$ cat src/sv/eso_pkg.sv
// ----------------------------------------------------------------------------
// eso_pkg
// Shared types, register indexes, operation codes and saturation helpers
// for the extended state observer step.
// ----------------------------------------------------------------------------
package eso_pkg;

    localparam int unsigned CfgIdxW = 3;
    localparam int unsigned MulW    = 33;
    localparam int unsigned ProdW   = 2 * MulW;

    localparam logic [CfgIdxW-1:0] CFG_STEP_SIZE  = 3'd0;
    localparam logic [CfgIdxW-1:0] CFG_GAIN_ONE   = 3'd1;
    localparam logic [CfgIdxW-1:0] CFG_GAIN_TWO   = 3'd2;
    localparam logic [CfgIdxW-1:0] CFG_GAIN_THREE = 3'd3;
    localparam logic [CfgIdxW-1:0] CFG_INPUT_COEF = 3'd4;
    localparam logic [CfgIdxW-1:0] CFG_DAMP_COEF  = 3'd5;
    localparam logic [CfgIdxW-1:0] CFG_INV_GAIN_B = 3'd6;

    // product sequence, one operation per cycle through the multiplier
    localparam logic [3:0] OP_T1   = 4'd0;
    localparam logic [3:0] OP_T2   = 4'd1;
    localparam logic [3:0] OP_T3   = 4'd2;
    localparam logic [3:0] OP_CIN  = 4'd3;
    localparam logic [3:0] OP_CDM  = 4'd4;
    localparam logic [3:0] OP_NU   = 4'd5;
    localparam logic [3:0] OP_NZ1  = 4'd6;
    localparam logic [3:0] OP_NZ3  = 4'd7;
    localparam logic [3:0] OP_NZ2  = 4'd8;
    localparam logic [3:0] OP_LAST = 4'd9;

    typedef enum logic [2:0] {
        ST_IDLE = 3'b001,
        ST_RUN  = 3'b010,
        ST_DONE = 3'b100
    } t_state;

    typedef logic signed [MulW-1:0]  t_mul_op;
    typedef logic signed [ProdW-1:0] t_prod;

    function automatic logic signed [31:0] sat32(input logic signed [ProdW-1:0] v);
        logic [ProdW-32:0] top;
        top = v[ProdW-1:31];
        if (top == '0 || top == '1) begin
            return v[31:0];
        end else if (v[ProdW-1]) begin
            return 32'sh8000_0000;
        end else begin
            return 32'sh7fff_ffff;
        end
    endfunction

    // floor shift of a product to Q16.16, then clamp
    function automatic logic signed [31:0] shift_sat(input logic signed [ProdW-1:0] p,
                                                     input logic by24);
        logic signed [ProdW-1:0] s;
        s = by24 ? (p >>> 24) : (p >>> 16);
        return sat32(s);
    endfunction

endpackage

$ cat src/sv/eso_mul.sv
// ----------------------------------------------------------------------------
// eso_mul
// Shared signed 33x33 multiplier with registered product.
// ----------------------------------------------------------------------------
module eso_mul import eso_pkg::*; (
    input  logic    i_clk,
    input  t_mul_op i_a,
    input  t_mul_op i_b,
    output t_prod   o_prod
);

    t_prod r_prod;

    always_ff @(posedge i_clk) begin
        r_prod <= i_a * i_b;
    end

    assign o_prod = r_prod;

endmodule

$ cat src/sv/extended_state_observer_step.sv
// ----------------------------------------------------------------------------
// extended_state_observer_step
// Third-order linear extended state observer, one Euler step per item.
// ----------------------------------------------------------------------------
// An item is accepted only while the block is idle. The error is formed on
// acceptance, then nine products run one per cycle through a single shared
// 33x33 multiplier whose registered output is scaled, clamped and folded into
// the new estimates. Once all nine are done, the result is loaded into the
// output register as soon as that register is free, and the next item can be
// taken only after that. The estimates and the previous control value reset
// to zero; config registers reset to their defaults.
module extended_state_observer_step import eso_pkg::*; (
    input  logic          i_clk,
    input  logic          i_rst_n,
    // config
    input  logic          i_cfg_we,
    input  logic [2:0]    i_cfg_addr,
    input  logic [31:0]   i_cfg_data,
    // input items
    input  logic          s_axis_tvalid,
    output logic          s_axis_tready,
    input  logic [47:0]   s_axis_tdata,   // measured[31:0], command[47:32]
    // result items
    output logic          m_axis_tvalid,
    input  logic          m_axis_tready,
    output logic [127:0]  m_axis_tdata    // est_pos, est_vel, est_dist, ctrl_out
);

    t_state r_state;
    logic [3:0] r_cnt;

    logic [23:0] r_h;
    logic [30:0] r_g1, r_g2, r_g3;
    logic signed [31:0] r_ci, r_cd, r_invb;

    logic signed [31:0] r_z1, r_z2, r_z3, r_u;
    logic signed [31:0] r_e, r_a1, r_t2, r_t3, r_cin, r_inner;
    logic signed [31:0] r_nz1, r_nz2, r_nz3, r_nu;
    logic signed [15:0] r_cmd;

    logic         r_m_valid;
    logic [127:0] r_m_data;

    t_mul_op mul_a, mul_b;
    t_prod   prod;
    logic [3:0] cons_op;
    logic signed [31:0] scaled;
    logic signed [34:0] inner_sum;
    logic signed [32:0] e_diff;
    logic accept;
    logic out_free;

    assign accept   = s_axis_tvalid && s_axis_tready;
    assign out_free = !r_m_valid || m_axis_tready;
    assign s_axis_tready = (r_state == ST_IDLE);
    assign m_axis_tvalid = r_m_valid;
    assign m_axis_tdata  = r_m_data;

    assign e_diff  = 33'(r_z1) - 33'($signed(s_axis_tdata[31:0]));
    assign cons_op = r_cnt - 4'd1;
    assign scaled  = shift_sat(prod, !(cons_op == OP_T1 || cons_op == OP_T2 ||
                                       cons_op == OP_T3));
    assign inner_sum = 35'(r_z3) - 35'(r_t2) + 35'(r_cin) - 35'(scaled);

    always_comb begin
        mul_a = '0;
        mul_b = '0;
        case (r_cnt)
            OP_T1:  begin mul_a = {2'b00, r_g1}; mul_b = 33'(r_e); end
            OP_T2:  begin mul_a = {2'b00, r_g2}; mul_b = 33'(r_e); end
            OP_T3:  begin mul_a = {2'b00, r_g3}; mul_b = 33'(r_e); end
            OP_CIN: begin mul_a = 33'(r_ci);     mul_b = 33'(r_u); end
            OP_CDM: begin mul_a = 33'(r_cd);     mul_b = 33'(r_z2); end
            OP_NU:  begin
                mul_a = {r_cmd[15], r_cmd, 16'b0} - 33'(r_z3);
                mul_b = 33'(r_invb);
            end
            OP_NZ1: begin mul_a = {9'b0, r_h}; mul_b = 33'(r_a1); end
            OP_NZ3: begin mul_a = {9'b0, r_h}; mul_b = 33'(r_t3); end
            OP_NZ2: begin mul_a = {9'b0, r_h}; mul_b = 33'(r_inner); end
            default: begin mul_a = '0; mul_b = '0; end
        endcase
    end

    eso_mul u_mul (
        .i_clk  (i_clk),
        .i_a    (mul_a),
        .i_b    (mul_b),
        .o_prod (prod)
    );

    // config registers
    always_ff @(posedge i_clk) begin
        if (!i_rst_n) begin
            r_h    <= 24'd33554;
            r_g1   <= 31'd1966080;
            r_g2   <= 31'd19660800;
            r_g3   <= 31'd196608000;
            r_ci   <= 32'sd69066;
            r_cd   <= 32'sd15344157;
            r_invb <= 32'sd8388608;
        end else if (i_cfg_we) begin
            case (i_cfg_addr)
                CFG_STEP_SIZE:  r_h    <= i_cfg_data[23:0];
                CFG_GAIN_ONE:   r_g1   <= i_cfg_data[30:0];
                CFG_GAIN_TWO:   r_g2   <= i_cfg_data[30:0];
                CFG_GAIN_THREE: r_g3   <= i_cfg_data[30:0];
                CFG_INPUT_COEF: r_ci   <= i_cfg_data;
                CFG_DAMP_COEF:  r_cd   <= i_cfg_data;
                CFG_INV_GAIN_B: r_invb <= i_cfg_data;
                default: ;
            endcase
        end
    end

    // sequencer and estimates
    always_ff @(posedge i_clk) begin
        if (!i_rst_n) begin
            r_state   <= ST_IDLE;
            r_cnt     <= '0;
            r_m_valid <= 1'b0;
            r_z1      <= '0;
            r_z2      <= '0;
            r_z3      <= '0;
            r_u       <= '0;
        end else begin
            if (m_axis_tready && r_state != ST_DONE) begin
                r_m_valid <= 1'b0;
            end
            case (r_state)
                ST_IDLE: begin
                    if (accept) begin
                        r_e     <= sat32(66'(e_diff));
                        r_cmd   <= s_axis_tdata[47:32];
                        r_cnt   <= '0;
                        r_state <= ST_RUN;
                    end
                end
                ST_RUN: begin
                    r_cnt <= r_cnt + 4'd1;
                    if (r_cnt != 4'd0) begin
                        case (cons_op)
                            OP_T1:  r_a1    <= sat32(66'(33'(r_z2) - 33'(scaled)));
                            OP_T2:  r_t2    <= scaled;
                            OP_T3:  r_t3    <= scaled;
                            OP_CIN: r_cin   <= scaled;
                            OP_CDM: r_inner <= sat32(66'(inner_sum));
                            OP_NU:  r_nu    <= scaled;
                            OP_NZ1: r_nz1   <= sat32(66'(33'(r_z1) + 33'(scaled)));
                            OP_NZ3: r_nz3   <= sat32(66'(33'(r_z3) - 33'(scaled)));
                            OP_NZ2: r_nz2   <= sat32(66'(33'(r_z2) + 33'(scaled)));
                            default: ;
                        endcase
                    end
                    if (r_cnt == OP_LAST) begin
                        r_state <= ST_DONE;
                    end
                end
                ST_DONE: begin
                    if (out_free) begin
                        r_m_valid <= 1'b1;
                        r_m_data  <= {r_nu, r_nz3, r_nz2, r_nz1};
                        r_z1      <= r_nz1;
                        r_z2      <= r_nz2;
                        r_z3      <= r_nz3;
                        r_u       <= r_nu;
                        r_state   <= ST_IDLE;
                    end
                end
                default: r_state <= ST_IDLE;
            endcase
        end
    end

endmodule

$ cat config.mk
export PLATFORM = sky130hd
export DESIGN_NAME = extended_state_observer_step
export DESIGN_NICKNAME = d
export VERILOG_FILES = /design/src/sv/eso_pkg.sv /design/src/sv/eso_mul.sv /design/src/sv/extended_state_observer_step.sv
export SDC_FILE = /design/constraint.sdc
export NUM_CORES = 2
export LEC_CHECK = 0
export BUFFER_PORTS_ARGS = -buffer_cell sky130_fd_sc_hd__clkbuf_2
export CAP_MARGIN = 20
export CORE_MARGIN = 4
export CORE_UTILIZATION = 60
export CTS_CLUSTER_DIAMETER = 80
export DETAILED_ROUTE_END_ITERATION = 16
export PLACE_DENSITY = 0.86
export SKIP_LAST_GASP = 1
export SLEW_MARGIN = 20
export SYNTH_ARGS = -nofsm -noshare
export SYNTH_HDL_FRONTEND = slang
export SYNTH_HIERARCHICAL = 1
export SYNTH_SLANG_ARGS = --single-unit
$ cat constraint.sdc
create_clock -name i_clk -period 13.4 [get_ports i_clk]
set_input_delay 2.01 -clock i_clk [delete_from_list [all_inputs] [get_ports i_clk]]
set_output_delay 2.01 -clock i_clk [all_outputs]
set_load 0.03 [all_outputs]
-- Yosys cells after proc, flatten, opt, wreduce, memory -nomap -nowiden
Index checks and enable logic that the tools add are counted.
- equal/unequal tests: 37
- multiply operators: 1
- multiplexer cells: 26
- reduce and logical (&&, ||, !) cells: 48
- add/subtract/negate cells: 11
- operators by type and width (cell ; count):
    one-hot mux 33 bit (7 select lines) ; 2
    2-to-1 mux 32 bit ; 14
    == test 35 bit, second input constant ; 7
    zero test 35 bit ; 7
    subtractor 32 x 32 -> 33 bit ; 5
    adder 32 x 32 -> 33 bit ; 2
    multiplier 33 x 33 -> 66 bit ; 1
    2-to-1 mux 49 bit ; 1
    AND reduction 4 bit ; 9
    subtractor 34 x 32 -> 35 bit ; 1
    adder 33 x 32 -> 34 bit ; 1
    == test 4 x 3 -> 1 bit, second input constant ; 8
    AND reduction 2 bit ; 9
    == test 4 x 2 -> 1 bit, second input constant ; 4
    == test 3 bit, second input constant ; 4
    == test 4 bit, second input constant ; 3
    logical OR 1 bit ; 10
    == test 3 x 2 -> 1 bit, second input constant ; 3
    2-to-1 mux 3 bit ; 3
    one-hot mux 3 bit (3 select lines) ; 1
    AND reduction 3 bit ; 3
    == test 4 x 1 -> 1 bit, second input constant ; 2
    zero test 4 bit ; 2
    one-hot mux 4 bit (2 select lines) ; 1
    14 further kinds ; 20
- logic and storage cells: 150
- register bits: 879

-- Logic depth before layout (Yosys ltp)
- depth after elaboration: 12
- depth in mapped cells: 40

-- Cells and area by module
Netlist, hierarchy kept.
- by module, submodules not included (module ; area each (µm²) ; times used ; seq. area each (µm²) ; cells an instance):
    extended_state_observer_step ; 44670.3 ; 1 ; 20920.1 ; 4653
    eso_mul ; 39837.0 ; 1 ; 1321.3 ; 4220

-- Worst setup path before layout
OpenSTA, ideal clock, no wires.
- kind: register to register
- start point: register r_z3[17]
- end point: register u_mul.r_prod[64] (netlist: u_mul/o_prod[64])
- setup time: 127 ps
- cell stages (with the launch flop): 36
- slack: 3345 ps
- data arrival time: 9928 ps
- required time: 13273 ps
- period minus slack after synthesis: 10055 ps
- cells stage by stage: dfxtp_1 -> inv_1 -> ha_1 -> or4bb_1 -> nor4_1 -> nand3_1 -> a32oi_1 -> a21o_1 -> a311o_1 -> a31oi_1 -> nor2b_1 -> o211ai_1 -> clkbuf_1 -> nand2_1 -> inv_1 -> fa_1 -> fa_1 -> fa_1 -> fa_1 -> fa_1 -> fa_1 -> fa_1 -> inv_1 -> fa_1 -> inv_1 -> ha_1 -> clkbuf_1 -> a21o_1 -> a21oi_1 -> o21ai_0 -> a21o_1 -> a21o_1 -> a221o_1 -> a31oi_1 -> o21ai_0 -> xor2_1
- longest elaborated chain between the ends: 3
- RTL lines (what ; line ; source):
    from (decl) ; extended_state_observer_step.sv:36 ; logic signed [31:0] r_z1, r_z2, r_z3, r_u;
    from (signal assigned) ; extended_state_observer_step.sv:165 ; r_z3 <= r_nz3;
    subtractor 32 x 32 -> 33 bit ; extended_state_observer_step.sv:75 ; mul_a = {r_cmd[15], r_cmd, 16'b0} - 33'(r_z3);
    one-hot mux 33 bit (7 select lines) ; extended_state_observer_step.sv:68 ; case (r_cnt)
    net mul_a[32] ; extended_state_observer_step.sv:44 ; t_mul_op mul_a, mul_b;
    multiplier 33 x 33 -> 66 bit ; eso_mul.sv:15 ; r_prod <= i_a * i_b;
    to (signal assigned) ; eso_mul.sv:15 ;
    to (decl) ; eso_mul.sv:12 ; t_prod r_prod;
The timed path passes the listed nets, and every way through them passes these cells.
A chain may end at the register's enable or synchronous reset.

-- Final worst setup path
Same ends and word-level chain as after synthesis.

==> flow_summary_export.csv <==
group,metric,value,unit
detailed_routing,viasPerCell,6.150,
logic_synthesis,synth.cell_area,84040,µm²
setup_path,cp_data_required_time,14.00,ns
power_and_ir_drop,power.leakage,41.05,nW
layout,final_util,64.87,%
clock_network,cts_sinks,863,
sta,post-route-period-util,85.01,%
sta,slew-limit-headroom,16.62,%
clock_network,cts-root-buf,"clkbuf_16",
min_path,hp-class,"reg2reg",
setup_path,cp_slowest_stage_delay,1.23,ns
detailed_routing,wl,277500,µm
detailed_routing,dr.pass1.iters,9,
sta,fin_crit,11.39,ns
global_routing,first_global_vias,68680,
clock_network,cts_tree,"built",
detailed_routing,drt-initial-drc-count,8123,
layout,drive_above_1_share,7.010,%
sta,hold_viol_final,0,
global_routing,grt_antenna_before_repair,29,
sta,fin_skew,0.09654,ns
min_path,hold_end,"m_axis_tdata[71]",
floorplan,top_level_ports,218,
floorplan,rows,137,
setup_path,arrival,11.99,ns
sta,max_freq,87.79,MHz
setup_path,crit_top_cell,"fa_1",
floorplan,fp.dieW,382.3,µm
layout,area_growth,7.572,%
setup_path,r2r_start,"r_z3[17]",
setup_path,crit_path_top_delay_cell,"fa_1",
min_path,hp-start,"r_nz3[7]",
clock_network,cts_resized,0,
sta,setup_viol,0,
placement,io_buffers,217,
placement,place_area,87150,µm²
detailed_routing,drc,0,
detailed_routing,postRouteAntennaNets,0,
power_and_ir_drop,vdd_ir_drop_max,0.2566,mV
layout,fillers,10790,
floorplan,core_area,139400,µm²
global_routing,gr-total-overflow,0,
sta,finalMaxSlewViolations,0,
setup_path,cp-start-kind,"register",
setup_path,r2r-end,"u_mul/o_prod[64]",
floorplan,start_util,60.31,%
placement,gp_congestion,1.050,
clock_network,hold_buffers,0,
clock_network,clk_latency,0.74,ns
sta,fin_worst_hold_slack,0.4346,ns
global_routing,grt_use_total,38.16,%
global_routing,grt_pass1_wl,421000,µm
setup_path,reg2reg_slack,2.01,ns
detailed_routing,num_vias,66410,
power_and_ir_drop,power,12.22,mW
floorplan,die_area,146100,µm²
clock_network,clockBufferDepth,3,
run_status,status,"completed",
sta,tightest_slew,1.251,ns
layout,largest_reg_flops,128,
sta,rsz0062_at_grt,"no",
detailed_routing,routedWlPerCell,25.70,µm
layout,finalInstanceArea,90410,µm²
setup_path,crit_type,"reg2reg",
setup_path,end_kind,"register",
clock_network,ctsHtreeMaxLevel,3,
logic_synthesis,syn_area_per_cell,9.513,µm²
setup_path,ff2ff_path_depth,34,
placement,place_hpwl,211700,µm
clock_network,cts-buffers-inserted,90,
run,cap_violations,0,
clock_network,post-cts-setup-buffers,0,
logic_synthesis,synth_fp_nets,10570,
floorplan,fp.dieH,382.3,µm
logic_synthesis,synth_warnings,6,
global_routing,grt_start_max_net_pins,231,
power_and_ir_drop,cellPowerDensity,135.1,nW/µm²
min_path,holdPathStages,0,
sta,tns,0,ns
setup_path,path_max_fanout,33,
layout,nets,10570,
logic_synthesis,netlist_instances,8835,
clock_network,cts.clk_slew.worst_paths,0.06,ns
worst max-delay path by stage:
stage	startpoint	end	cells after the start
after global placement	r_z3[17]	u_mul/o_prod[64]	34
after floorplan	r_z3[17]	u_mul/o_prod[64]	35
final	r_z3[17]	u_mul/o_prod[64]	34
after global routing	r_z3[17]	u_mul/o_prod[64]	34
after CTS	r_z3[17]	u_mul/o_prod[64]	34
after detailed placement	r_z3[17]	u_mul/o_prod[64]	34
worst max-delay path, delay by kind of cell, from the launching register on:
| family | cells | cell delay [ns] |
|---|---|---|
| compound gates | 13 | 2.64 |
| simple gates | 5 | 1.48 |
| xor+xnor | 1 | 0.16 |
| flops | 1 | 0.41 |
| fa+ha+maj | 10 | 5.93 |
| buf+inv | 5 | 0.61 |
placed cells by master, fill, tap and decap left out, drive strengths merged, types with 230 or more instances in the layout:
cell,count
a21oi,351
dfxtp,399
edfxtp,464
and2,577
clkbuf,337
inv,1425
a21boi,308
nand2,1415
o21ai,230
fa,1215
ha,435
power by group:
group | leakage, nW | internal (mW) | switching (mW) | total, mW
clock | 1.51 | 1.52 | 1.18 | 2.69
sequential | 7.42 | 2.96 | 0.0794 | 3.04
combinational | 32.1 | 2.41 | 4.07 | 6.49
total | 41.1 | 6.89 | 5.33 | 12.2
per-layer routing:
metal,share of wire [%],global-route usage (%),vias to the layer above
met5,0.044,0,-
met4,6.1,19.99,20
met3,12,9.384,878
met2,45,58.73,4262
met1,38,50.39,32990
li1,-,-,28260
final cells by class:
cell class	count	area, µm²	share of cell area [%]
multi-input combinational	6090	55340	61.22
sequential	863	21920	24.25
inverter	1420	5330	5.896
clock buffer	120	2506	2.772
tap	1876	2347	2.596
timing repair buffer	364	2251	2.490
clock inverter	45	656.9	0.7266
antenna	20	50.05	0.05536
metrics by stage:
step | instances | setup WS, ns
global placement | 10610 | 2.406
detailed placement | 10610 | 2.200
global route | 10780 | 1.496
finish | 10800 | 2.009
CTS | 10780 | 2.129
floorplan | 8835 | 3.345
(Power assumes the default switching activity.)
